**src/hw/rtl/tdf_pkg.sv**
```systemverilog
`default_nettype none

package tdf_pkg;

    // Operand width of the factorizer
    localparam int VALUE_WIDTH = 32;
    // Odd trial divisors stay below 2^(VALUE_WIDTH/2) + 2
    localparam int DIV_WIDTH   = VALUE_WIDTH / 2 + 1;
    // Restoring divider step counter
    localparam int CNT_WIDTH   = $clog2(VALUE_WIDTH);

    typedef enum logic [2:0] {
        S_IDLE,
        S_TWOS,
        S_DIV,
        S_EVAL
    } t_state;

    typedef enum logic [2:0] {
        EMIT_OFF,
        EMIT_NONE,
        EMIT_TWO,
        EMIT_DIV,
        EMIT_LEFT
    } t_emit;

    typedef struct packed {
        logic  load;        // take the request value, set divisor to three
        logic  shift2;      // drop one factor of two
        logic  div_start;   // load the divider
        logic  div_step;    // one restoring step
        logic  take_quo;    // cofactor gets the quotient
        logic  bump;        // advance divisor by two
        t_emit emit;
    } t_cmd;

    typedef struct packed {
        logic zero_one;     // request value is 0 or 1
        logic cof_even;
        logic cof_gt1;
        logic div_last;     // current step is the final one
        logic rem_zero;
        logic bound_fail;   // divisor exceeds cofactor / divisor
    } t_stat;

endpackage

`default_nettype wire

```
**src/hw/rtl/tdf_ctrl.sv**
```systemverilog
`default_nettype none

module tdf_ctrl import tdf_pkg::*; (
    input  wire logic  i_clk,
    input  wire logic  i_rst_n,
    input  wire logic  i_start,
    input  wire t_stat i_stat,
    output t_cmd       o_cmd,
    output logic       o_busy
);

    t_state r_state, n_state;
    logic   r_inner, n_inner;   // last division was exact: skip the bound test

    always_ff @(posedge i_clk) begin
        if (!i_rst_n) begin
            r_state <= S_IDLE;
            r_inner <= 1'b0;
        end else begin
            r_state <= n_state;
            r_inner <= n_inner;
        end
    end

    always_comb begin
        n_state = r_state;
        n_inner = r_inner;
        o_cmd   = '{load: 1'b0, shift2: 1'b0, div_start: 1'b0, div_step: 1'b0,
                    take_quo: 1'b0, bump: 1'b0, emit: EMIT_OFF};
        unique case (r_state)
            S_IDLE: begin
                if (i_start) begin
                    if (i_stat.zero_one) begin
                        o_cmd.emit = EMIT_NONE;
                    end else begin
                        o_cmd.load = 1'b1;
                        n_state    = S_TWOS;
                    end
                end
            end
            S_TWOS: begin
                if (i_stat.cof_even) begin
                    o_cmd.shift2 = 1'b1;
                    o_cmd.emit   = EMIT_TWO;
                end else begin
                    o_cmd.div_start = 1'b1;
                    n_inner         = 1'b0;
                    n_state         = S_DIV;
                end
            end
            S_DIV: begin
                o_cmd.div_step = 1'b1;
                if (i_stat.div_last) begin
                    n_state = S_EVAL;
                end
            end
            S_EVAL: begin
                if (!r_inner && i_stat.bound_fail) begin
                    if (i_stat.cof_gt1) begin
                        o_cmd.emit = EMIT_LEFT;
                    end
                    n_state = S_IDLE;
                end else if (i_stat.rem_zero) begin
                    o_cmd.take_quo  = 1'b1;
                    o_cmd.emit      = EMIT_DIV;
                    o_cmd.div_start = 1'b1;
                    n_inner         = 1'b1;
                    n_state         = S_DIV;
                end else begin
                    o_cmd.bump      = 1'b1;
                    o_cmd.div_start = 1'b1;
                    n_inner         = 1'b0;
                    n_state         = S_DIV;
                end
            end
            default: begin
                n_state = S_IDLE;
            end
        endcase
    end

    assign o_busy = (r_state != S_IDLE);

endmodule

`default_nettype wire

```
**src/hw/rtl/tdf_dpath.sv**
```systemverilog
`default_nettype none

module tdf_dpath import tdf_pkg::*; (
    input  wire logic                   i_clk,
    input  wire logic                   i_rst_n,
    input  wire logic [VALUE_WIDTH-1:0] i_value,
    input  wire t_cmd                   i_cmd,
    output t_stat                       o_stat,
    output logic                        o_valid,
    output logic [VALUE_WIDTH-1:0]      o_factor,
    output logic                        o_last,
    output logic                        o_none
);

    logic [VALUE_WIDTH-1:0] r_cof;
    logic [DIV_WIDTH-1:0]   r_div;
    logic [VALUE_WIDTH-1:0] r_quo;     // dividend shifts out, quotient shifts in
    logic [DIV_WIDTH-1:0]   r_rem;
    logic [CNT_WIDTH-1:0]   r_cnt;
    logic                   r_valid;
    logic [VALUE_WIDTH-1:0] r_factor;
    logic                   r_last;
    logic                   r_none;

    logic [DIV_WIDTH:0]     rem_sh;
    logic [DIV_WIDTH:0]     diff;
    logic                   q_bit;
    logic [VALUE_WIDTH-1:0] div_ext;
    logic [VALUE_WIDTH-1:0] n_cof;

    assign div_ext = {{(VALUE_WIDTH-DIV_WIDTH){1'b0}}, r_div};
    assign rem_sh  = {r_rem, r_quo[VALUE_WIDTH-1]};
    assign diff    = rem_sh - {1'b0, r_div};
    assign q_bit   = ~diff[DIV_WIDTH];

    assign n_cof = i_cmd.take_quo ? r_quo : r_cof;

    always_ff @(posedge i_clk) begin
        if (i_cmd.load) begin
            r_cof <= i_value;
            r_div <= DIV_WIDTH'(3);
        end else begin
            if (i_cmd.shift2) begin
                r_cof <= {1'b0, r_cof[VALUE_WIDTH-1:1]};
            end else if (i_cmd.take_quo) begin
                r_cof <= r_quo;
            end
            if (i_cmd.bump) begin
                r_div <= r_div + DIV_WIDTH'(2);
            end
        end

        if (i_cmd.div_start) begin
            r_quo <= n_cof;
            r_rem <= '0;
        end else if (i_cmd.div_step) begin
            r_quo <= {r_quo[VALUE_WIDTH-2:0], q_bit};
            r_rem <= q_bit ? diff[DIV_WIDTH-1:0] : rem_sh[DIV_WIDTH-1:0];
        end

        unique case (i_cmd.emit)
            EMIT_NONE: begin
                r_factor <= '0;
                r_last   <= 1'b1;
                r_none   <= 1'b1;
            end
            EMIT_TWO: begin
                r_factor <= VALUE_WIDTH'(2);
                r_last   <= (r_cof == VALUE_WIDTH'(2));
                r_none   <= 1'b0;
            end
            EMIT_DIV: begin
                r_factor <= div_ext;
                r_last   <= (r_quo == VALUE_WIDTH'(1));
                r_none   <= 1'b0;
            end
            EMIT_LEFT: begin
                r_factor <= r_cof;
                r_last   <= 1'b1;
                r_none   <= 1'b0;
            end
            default: begin
                r_factor <= r_factor;
            end
        endcase
    end

    always_ff @(posedge i_clk) begin
        if (!i_rst_n) begin
            r_cnt   <= '0;
            r_valid <= 1'b0;
        end else begin
            r_valid <= (i_cmd.emit != EMIT_OFF);
            if (i_cmd.div_start) begin
                r_cnt <= '0;
            end else if (i_cmd.div_step) begin
                r_cnt <= r_cnt + CNT_WIDTH'(1);
            end
        end
    end

    always_comb begin
        o_stat.zero_one   = (i_value[VALUE_WIDTH-1:1] == '0);
        o_stat.cof_even   = ~r_cof[0];
        o_stat.cof_gt1    = (r_cof > VALUE_WIDTH'(1));
        o_stat.div_last   = (r_cnt == CNT_WIDTH'(VALUE_WIDTH - 1));
        o_stat.rem_zero   = (r_rem == '0);
        o_stat.bound_fail = (div_ext > r_quo);
    end

    assign o_valid  = r_valid;
    assign o_factor = r_factor;
    assign o_last   = r_last;
    assign o_none   = r_none;

endmodule

`default_nettype wire

```
**src/hw/rtl/trial_division_factorizer_core.sv**
```systemverilog
`default_nettype none
// Channel   | Ports                            | Handshake
// ----------+----------------------------------+------------------------------------
// request   | i_value                          | taken when i_start & !o_busy
// result    | o_factor, o_last, o_none         | o_valid strobe, one cycle each
//
// A request of 0 or 1 is answered with one none result the cycle after it is
// taken; o_busy stays low. Otherwise each factor of two is dropped by its own
// step of the twos loop, and each division by an odd trial divisor takes 32
// restoring steps of the shared divider and then one evaluate step.
// Reset is synchronous, active low, and returns the controller to idle.
// The receiver cannot stall: every result is shown for exactly one cycle.

module trial_division_factorizer_core import tdf_pkg::*; (
    input  wire logic                   i_clk,
    input  wire logic                   i_rst_n,
    input  wire logic                   i_start,
    input  wire logic [VALUE_WIDTH-1:0] i_value,
    output logic                        o_busy,
    output logic                        o_valid,
    output logic [VALUE_WIDTH-1:0]      o_factor,
    output logic                        o_last,
    output logic                        o_none
);

    t_cmd  cmd;
    t_stat stat;
    logic  accept;

    // Hold the request off while a value is being factored
    assign accept = i_start & ~o_busy;

    // Controller: sequences the twos loop, the divisions and the evaluations
    tdf_ctrl u_ctrl (
        .i_clk   (i_clk),
        .i_rst_n (i_rst_n),
        .i_start (i_start),
        .i_stat  (stat),
        .o_cmd   (cmd),
        .o_busy  (o_busy)
    );

    // Datapath: cofactor, trial divisor, restoring divider, result register
    tdf_dpath u_dpath (
        .i_clk    (i_clk),
        .i_rst_n  (i_rst_n),
        .i_value  (i_value),
        .i_cmd    (cmd),
        .o_stat   (stat),
        .o_valid  (o_valid),
        .o_factor (o_factor),
        .o_last   (o_last),
        .o_none   (o_none)
    );

    // A none result is always the single, final one and carries factor zero
    a_none_last: assert property (@(posedge i_clk) disable iff (!i_rst_n)
        (o_valid && o_none) |-> (o_last && o_factor == '0))
        else $error("none result without last or with nonzero factor");

    // Any real factor is at least two
    a_factor_min: assert property (@(posedge i_clk) disable iff (!i_rst_n)
        (o_valid && !o_none) |-> (o_factor > VALUE_WIDTH'(1)))
        else $error("factor below two");

    // A request of 2 or more enters the factoring loop
    a_busy_after: assert property (@(posedge i_clk) disable iff (!i_rst_n)
        (accept && !stat.zero_one) |=> o_busy)
        else $error("request of 2 or more not taken into work");

    // A request of 0 or 1 gives its none result in the next cycle
    a_small_resp: assert property (@(posedge i_clk) disable iff (!i_rst_n)
        (accept && stat.zero_one) |=> (o_valid && o_none))
        else $error("missing none result");

endmodule

`default_nettype wire
```
**config.mk**
```make
export PLATFORM = sky130hd
export DESIGN_NAME = trial_division_factorizer_core
export DESIGN_NICKNAME = d
export VERILOG_FILES = /design/src/hw/rtl/tdf_pkg.sv /design/src/hw/rtl/tdf_ctrl.sv /design/src/hw/rtl/tdf_dpath.sv /design/src/hw/rtl/trial_division_factorizer_core.sv
export SDC_FILE = /design/constraint.sdc
export NUM_CORES = 1
export LEC_CHECK = 0
export BUFFER_PORTS_ARGS = -buffer_cell sky130_fd_sc_hd__buf_2
export CORE_MARGIN = 5
export CORE_UTILIZATION = 50
export CTS_CLUSTER_SIZE = 40
export DETAILED_ROUTE_END_ITERATION = 10
export GPL_TIMING_DRIVEN = 0
export PLACE_DENSITY = 0.65
export SYNTH_ARGS = -nofsm -noshare
export SYNTH_HDL_FRONTEND = slang
export SYNTH_SLANG_ARGS = --single-unit
```
**constraint.sdc**
```tcl
create_clock -name i_clk -period 3.9 [get_ports i_clk]
set_input_delay 0.78 -clock i_clk [delete_from_list [all_inputs] [get_ports i_clk]]
set_output_delay 0.78 -clock i_clk [all_outputs]
set_load 0.1 [all_outputs]
```
==> flow_summary_export.csv, run 1 <==
group,metric,value,unit
sta,finalCritPeriodShare,0.926,
hold_path,hold_path_depth,2,
clocking,cts_buffer_depth,2,
detailed_routing,remaining_drc_errors,0,
critical_path,r2r_setup_slack,290,ps
critical_path,crit_chain,"inv_1, ha_1, nand2_1, o21ai_1, or4b_1, o31a_4, a21o_1, nand3_1, clkbuf_1, nand3_4",
hold_path,min_from,"u_dpath.r_cnt[4]$_SDFFE_PP0P_",
cells_and_area,final_area,9540,um2
logic_synthesis,synth_cells,911,
logic_synthesis,synth_edf_count,66,
clocking,clkTransAtPathRegs,60,ps
clocking,postCtsSetupBuffers,0,
clocking,h-tree-depth,4,
pwr,p_switching,3.46,mW
detailed_routing,drtPass1Iterations,5,
sta,tightestPinTransition,967,ps
logic_synthesis,syn_nets,982,
logic_synthesis,yosysMostFrequentCell,"a21oi_1",
sta,clock_skew,10.0,ps
logic_synthesis,yosysSeqAreaShare,0.421,
die,num_rows,47,
logic_synthesis,avgSynthCellArea,9.03,um2
critical_path,cpMaxStageDelayCell,"nand3_4",
logic_synthesis,syn_area,8230,um2
detailed_routing,post_drt_wl_per_cell,20.9,um
critical_path,cp-start-kind,"register",
global_route,antenna_found_initial,0,
pwr,pwr-share-clk,0.221,
detailed_routing,totalWireLength,25800,um
critical_path,critPathRequiredTime,3890,ps
pwr,power_frac_comb,0.472,
critical_path,crit_arrival,3600,ps
critical_path,worstSetupStartpoint,"u_dpath.r_quo[11]$_DFFE_PP_",
cells_and_area,n_antenna_cell,0,
critical_path,path_class,"reg -> reg",
placed_design,gp_congestion,0.908,
placed_design,place_inst,1201,
sta,slew_headroom,0.349,
outcome,outcome,"completed",
critical_path,r2r_start,"u_dpath.r_quo[11]$_DFFE_PP_",
hold_path,hp-class,"reg -> reg",
sta,min_period,3610,ps
cells_and_area,syn2layout_area_growth,15.9,%
cells_and_area,fin_nets,1072,
global_route,grt_pass1_vias,7216,
sta,drv_slew,0,
critical_path,slowest_delay,600,ps
global_route,grt_max_degree,33,
global_route,grt_pass1_wl,40400,um
sta,max_freq,277,MHz
logic_synthesis,synthFlopType,"dfxtp_1",
die,dieArea,19100,um2
logic_synthesis,synth_common_cells,"88 x a21oi_1, 74 x dfxtp_1, 70 x nand2_1",
logic_synthesis,synth_top_area_cell,"edfxtp_1",
logic_synthesis,synth.area.top_cells,"edfxtp_1 24%, dfxtp_1 18%, a21oi_1 5.4%",
logic_synthesis,synth_top_area_share,0.241,
pwr,p_seq_frac,0.306,
detailed_routing,drtIter0Drc,911,
hold_path,worstHoldEndpoint,"u_dpath.r_cnt[4]$_SDFFE_PP0P_",
logic_synthesis,ys_warn_count,0,
detailed_routing,drtAntennaViolNets,0,
pwr,p_leak,3.61,nW
cells_and_area,drive_gt1_frac,0.141,
die,io_pins,71,
pwr,total_power,8.00,mW
critical_path,reg2reg_depth,10,
pwr,p_int,4.53,mW
die,initial_core_util,0.503,
global_route,grt.total_usage,0.265,
critical_path,crit_buf_inv,2,
die,coreArea,16300,um2
cells_and_area,instances_no_fill,1234,
pwr,swShare,0.433,
logic_synthesis,synth_seq_cells,140,
detailed_routing,vias,7758,
flow_run,drv_cap,0,
clocking,numClockSinks,140,
clocking,clk_latency,430,ps
cells_and_area,utilization,0.583,
die,die_y,138,um
logic_synthesis,async_flop_share,0,
clocking,numCtsBuffers,17,
clocking,cts_tree,"done",
critical_path,crit_path_end_kind,"register",
cells_and_area,nFillCells,1508,
die,die_width,138,um
global_route,overflow,0,
detailed_routing,viasPerCell,6.29,
placed_design,hpwl,19000,um
pwr,power.density,839,nW/um2
pwr,vdd_drop_max,458,uV
logic_synthesis,synthDistinctLibCells,67,
critical_path,worstReg2RegEnd,"u_dpath.o_factor[2]$_DFFE_PP_",
critical_path,path_delay_family,"simple AND/OR/NAND/NOR gates",
sta,setup_violations,0,
sta,rsz0062_at_grt,"no",
sta,hold_viol,0,
clocking,clock-root-buffer,"clkbuf_16",
critical_path,critical_path.max_fanout,32,
placed_design,placement.cell_area,8860,um2
placed_design,io_buffers,70,
[per-stage QoR]
stage / TNS, ps / setup slack (ps) / hold WS [ps]
finish: 0 / 290 / 461
global route: 0 / 130 / 495
CTS: 0 / 183 / 467
detailed placement: -2290 / -73.7 / 458
global placement: -18200 / -570 / 451
floorplan: 0 / 543 / 436
[how the worst max path moves through the flow]
stage,cells after the start,slack (ps),to
2_1_floorplan,9,540,u_dpath.o_factor[0]$_DFFE_PP_
3_3_place_gp,10,-570,u_dpath.o_factor[5]$_DFFE_PP_
3_5_place_dp,10,-70,u_dpath.o_factor[5]$_DFFE_PP_
4_1_cts,10,180,u_dpath.r_quo[2]$_DFFE_PP_
5_1_grt,10,130,u_dpath.o_factor[2]$_DFFE_PP_
6_report,10,290,u_dpath.o_factor[2]$_DFFE_PP_
[timing repair]
item / CTS / global route
endpoints found under the setup margin: 32 / 18
cloned: 0 / 0
pin swaps: 0 / 0
hold buffers: 0 / 0
resized for setup: 1 / 1
[worst reg2reg max path, delay by kind of cell (launching register included)]
family	cells	cell delay [ps]
adders and majority gates	1	320
AOI/OAI and AO/OA	3	530
and+or+nand+nor	4	1250
DFF	1	490
buffers and inverters	2	580
[layer usage]
layer  up-vias  global-route usage  share of wire
li1       3674                   -              -
met4         0              0.0790          0.028
met5         -                   0              0
met3        46              0.0656          0.088
met1      3648               0.388           0.45
met2       390               0.386           0.43
[flip-flops by register name, indices dropped and copies added (netlist names), 2 cells and up]
| name | flops |
|---|---|
| u_ctrl.r_state | 2 |
| u_dpath.r_cnt | 5 |
| u_dpath.o_factor | 32 |
| u_dpath.r_div | 16 |
| u_dpath.r_quo | 32 |
| u_dpath.r_cof | 32 |
| u_dpath.r_rem | 17 |
[area by class of cell]
cell class,instances,area [um2],share of cell area
multi-input combinational,667,4330,0.454
sequential,140,3460,0.363
clock buffer,20,457,0.0479
timing repair buffer,71,378,0.0396
buffer,63,293,0.0307
tap,220,275,0.0289
clock inverter,12,181,0.0190
inverter,41,158,0.0165
[layout by cell type, fill, tap and decap left out, drive strengths merged, types with 26 or more instances in the layout]
master | Yosys | routed
a31oi | 37 | 37
a22o | 31 | 31
nor4 | 27 | 27
nand4 | 28 | 28
inv | 41 | 44
clkbuf | 41 | 61
buf | 22 | 93
dfxtp | 74 | 74
a21oi | 90 | 90
nand2 | 70 | 70
nand3 | 26 | 26
edfxtp | 66 | 66
ha | 35 | 35
o21ai | 65 | 65
nor2 | 57 | 57
[logic make-up after synthesis]
kind of cell,synth area share
AO/OA/AOI/OAI,0.259
AND/OR/NAND/NOR,0.172
flip-flops,0.421
buffers and inverters,0.0543
adder cells (fa/ha/maj),0.0557
multiplexers,0.0207
XOR/XNOR,0.0170
[power groups by stage]
stage / clock network, mW / registers [mW] / logic (mW)
after floorplan: 0 / 2.70 / 2.57
after global placement: 0 / 2.46 / 3.66
after detailed placement: 0 / 2.46 / 3.70
after CTS: 1.78 / 2.43 / 3.72
after global routing: 1.85 / 2.49 / 4.12
final: 1.77 / 2.45 / 3.78
Note: power is estimated with default switching activity, not from simulation.
==> run 2, diff against run 1 <==
--- a/config.mk
+++ b/config.mk
@@ -5,13 +5,13 @@
 export SDC_FILE = /design/constraint.sdc
 export NUM_CORES = 1
 export LEC_CHECK = 0
-export BUFFER_PORTS_ARGS = -buffer_cell sky130_fd_sc_hd__buf_2
 export CORE_MARGIN = 5
 export CORE_UTILIZATION = 50
-export CTS_CLUSTER_SIZE = 40
+export CTS_CLUSTER_SIZE = 8
 export DETAILED_ROUTE_END_ITERATION = 10
+export DONT_BUFFER_PORTS = 1
 export GPL_TIMING_DRIVEN = 0
-export PLACE_DENSITY = 0.65
+export PLACE_DENSITY = 0.61
 export SYNTH_ARGS = -nofsm -noshare
 export SYNTH_HDL_FRONTEND = slang
 export SYNTH_SLANG_ARGS = --single-unit
==> flow_summary_export.csv, run 2 (synthesis gave the netlist of run 1 again) <==
group,metric,value,unit
detailed_routing,drtAntennaViolNets,0,
sta,rsz0062_at_grt,"no",
clocking,cts_buffer_depth,2,
pwr,p_leak,3.27,nW
pwr,vdd_drop_max,620,uV
clocking,cts_tree,"done",
critical_path,crit_arrival,3630,ps
global_route,gr-usage-met3,0.0490,
clocking,numCtsBuffers,17,
die,io_pins,71,
sta,drv_slew,0,
placed_design,place_ws,-66.9,ps
cells_and_area,instances_no_fill,1164,
pwr,power.density,857,nW/um2
critical_path,crit_path_end_kind,"register",
global_route,grt_max_degree,33,
global_route,grt_pass1_vias,7288,
critical_path,slowest_delay,570,ps
sta,timing.final.ws_setup,270,ps
sta,tightestPinTransition,957,ps
detailed_routing,vias,7778,
global_route,grt.met1_usage,0.395,
clocking,numClockSinks,140,
global_route,grt.total_usage,0.276,
global_route,overflow,0,
critical_path,cp-start-kind,"register",
critical_path,path_class,"reg -> reg",
die,dieArea,19100,um2
cells_and_area,n_antenna_cell,0,
cells_and_area,fin_nets,1002,
cells_and_area,utilization,0.556,
clocking,clkTransAtPathRegs,60,ps
global_route,grt_pass1_wl,42000,um
clocking,postCtsSetupBuffers,0,
sta,slew_headroom,0.356,
outcome,outcome,"completed",
detailed_routing,remaining_drc_errors,0,
placed_design,place_inst,1131,
sta,max_freq,275,MHz
critical_path,crit_chain,"inv_1, ha_1, a21oi_1, o21ai_1, or4b_1, o31a_4, a21o_1, nand3_1, clkbuf_1, nand3_4",
critical_path,critPathRequiredTime,3900,ps
global_route,antenna_found_initial,0,
detailed_routing,post_drt_wl_per_cell,23.5,um
global_route,grt_busiest_layer,"met2",
cells_and_area,drive_gt1_frac,0.0720,
die,coreArea,16300,um2
clocking,postCtsHoldBufs,0,
hold_path,hp-class,"reg -> reg",
placed_design,io_buffers,0,
die,num_rows,47,
sta,clock_skew,9.04,ps
die,die_y,138,um
cells_and_area,final_common_cell,"a21oi_1",
cells_and_area,syn2layout_area_growth,10.6,%
clocking,h-tree-depth,4,
placed_design,hpwl,20300,um
detailed_routing,drtPass1Iterations,6,
sta,setup_tns,0,ps
sta,min_period,3630,ps
critical_path,cpMaxStageDelayCell,"nand3_4",
flow_run,drv_cap,0,
sta,hold_viol,0,
detailed_routing,viasPerCell,6.68,
clocking,clock-root-buffer,"clkbuf_16",
sta,setup_violations,0,
placed_design,gp_congestion,0.935,
detailed_routing,drtIter0Drc,934,
clocking,clk_latency,420,ps
global_route,grt.met2_usage,0.420,
pwr,total_power,7.79,mW
die,die_width,138,um
die,initial_core_util,0.503,
critical_path,critical_path.max_fanout,32,
detailed_routing,totalWireLength,27400,um
cells_and_area,final_cell_mix,"88 x a21oi_1, 74 x dfxtp_1, 70 x nand2_1",
sta,finalCritPeriodShare,0.931,
[run 2: power breakdown]
group | switching, mW | leakage, nW | internal, mW
clock | 0.657 | 0.261 | 0.940
combinational | 1.96 | 1.78 | 1.35
sequential | 0.860 | 1.23 | 2.02
[run 2: final cells by class]
cell class	count	area, um2
fillers	1539	7250
multi-input cells	667	4330
flip-flops and latches	140	3460
clock buffers	21	440
plain buffers	63	293
well taps	220	275
inverters	41	154
clock inverters	11	121
repair buffers	1	20.0
[run 2: path summary, 6_finish.rpt]
path	from	endpoint	slack, ps	cells past startpoint
worst max-delay path	u_dpath.r_quo[9]$_DFFE_PP_	u_dpath.o_factor[5]$_DFFE_PP_	270	10
worst min-delay path	u_dpath.r_cnt[4]$_SDFFE_PP0P_	u_dpath.r_cnt[4]$_SDFFE_PP0P_	470	2
worst max register to register	u_dpath.r_quo[9]$_DFFE_PP_	u_dpath.o_factor[5]$_DFFE_PP_	270	10
worst min register to register	u_dpath.r_cnt[4]$_SDFFE_PP0P_	u_dpath.r_cnt[4]$_SDFFE_PP0P_	470	2
[run 2: per-layer routing]
metal,vias up,share of wire
met5,-,0
met1,3743,0.43
met4,0,0.036
met2,440,0.45
li1,3525,-
met3,70,0.088
[run 2: worst max-delay path: cells and delay by family, from the launching register on]
kind                       cells  cell delay [ps]
buffers and inverters          2              580
DFF                            1              510
adders and majority gates      1              310
and+or+nand+nor                3             1180
AOI/OAI and AO/OA              4              610
[run 2: through the flow]
| stage | area, um2 | hold WS (ps) |
|---|---|---|
| floorplan | 8230 | 436 |
| global placement | 8500 | 451 |
| detailed placement | 8510 | 463 |
| CTS | 9080 | 471 |
| global route | 9100 | 490 |
| finish | 9100 | 468 |
[run 2: what timing repair did]
item	4_1_cts	5_1_grt
endpoints found under the hold margin	0	0
resized for setup	1	0
endpoints found under the setup margin	32	0
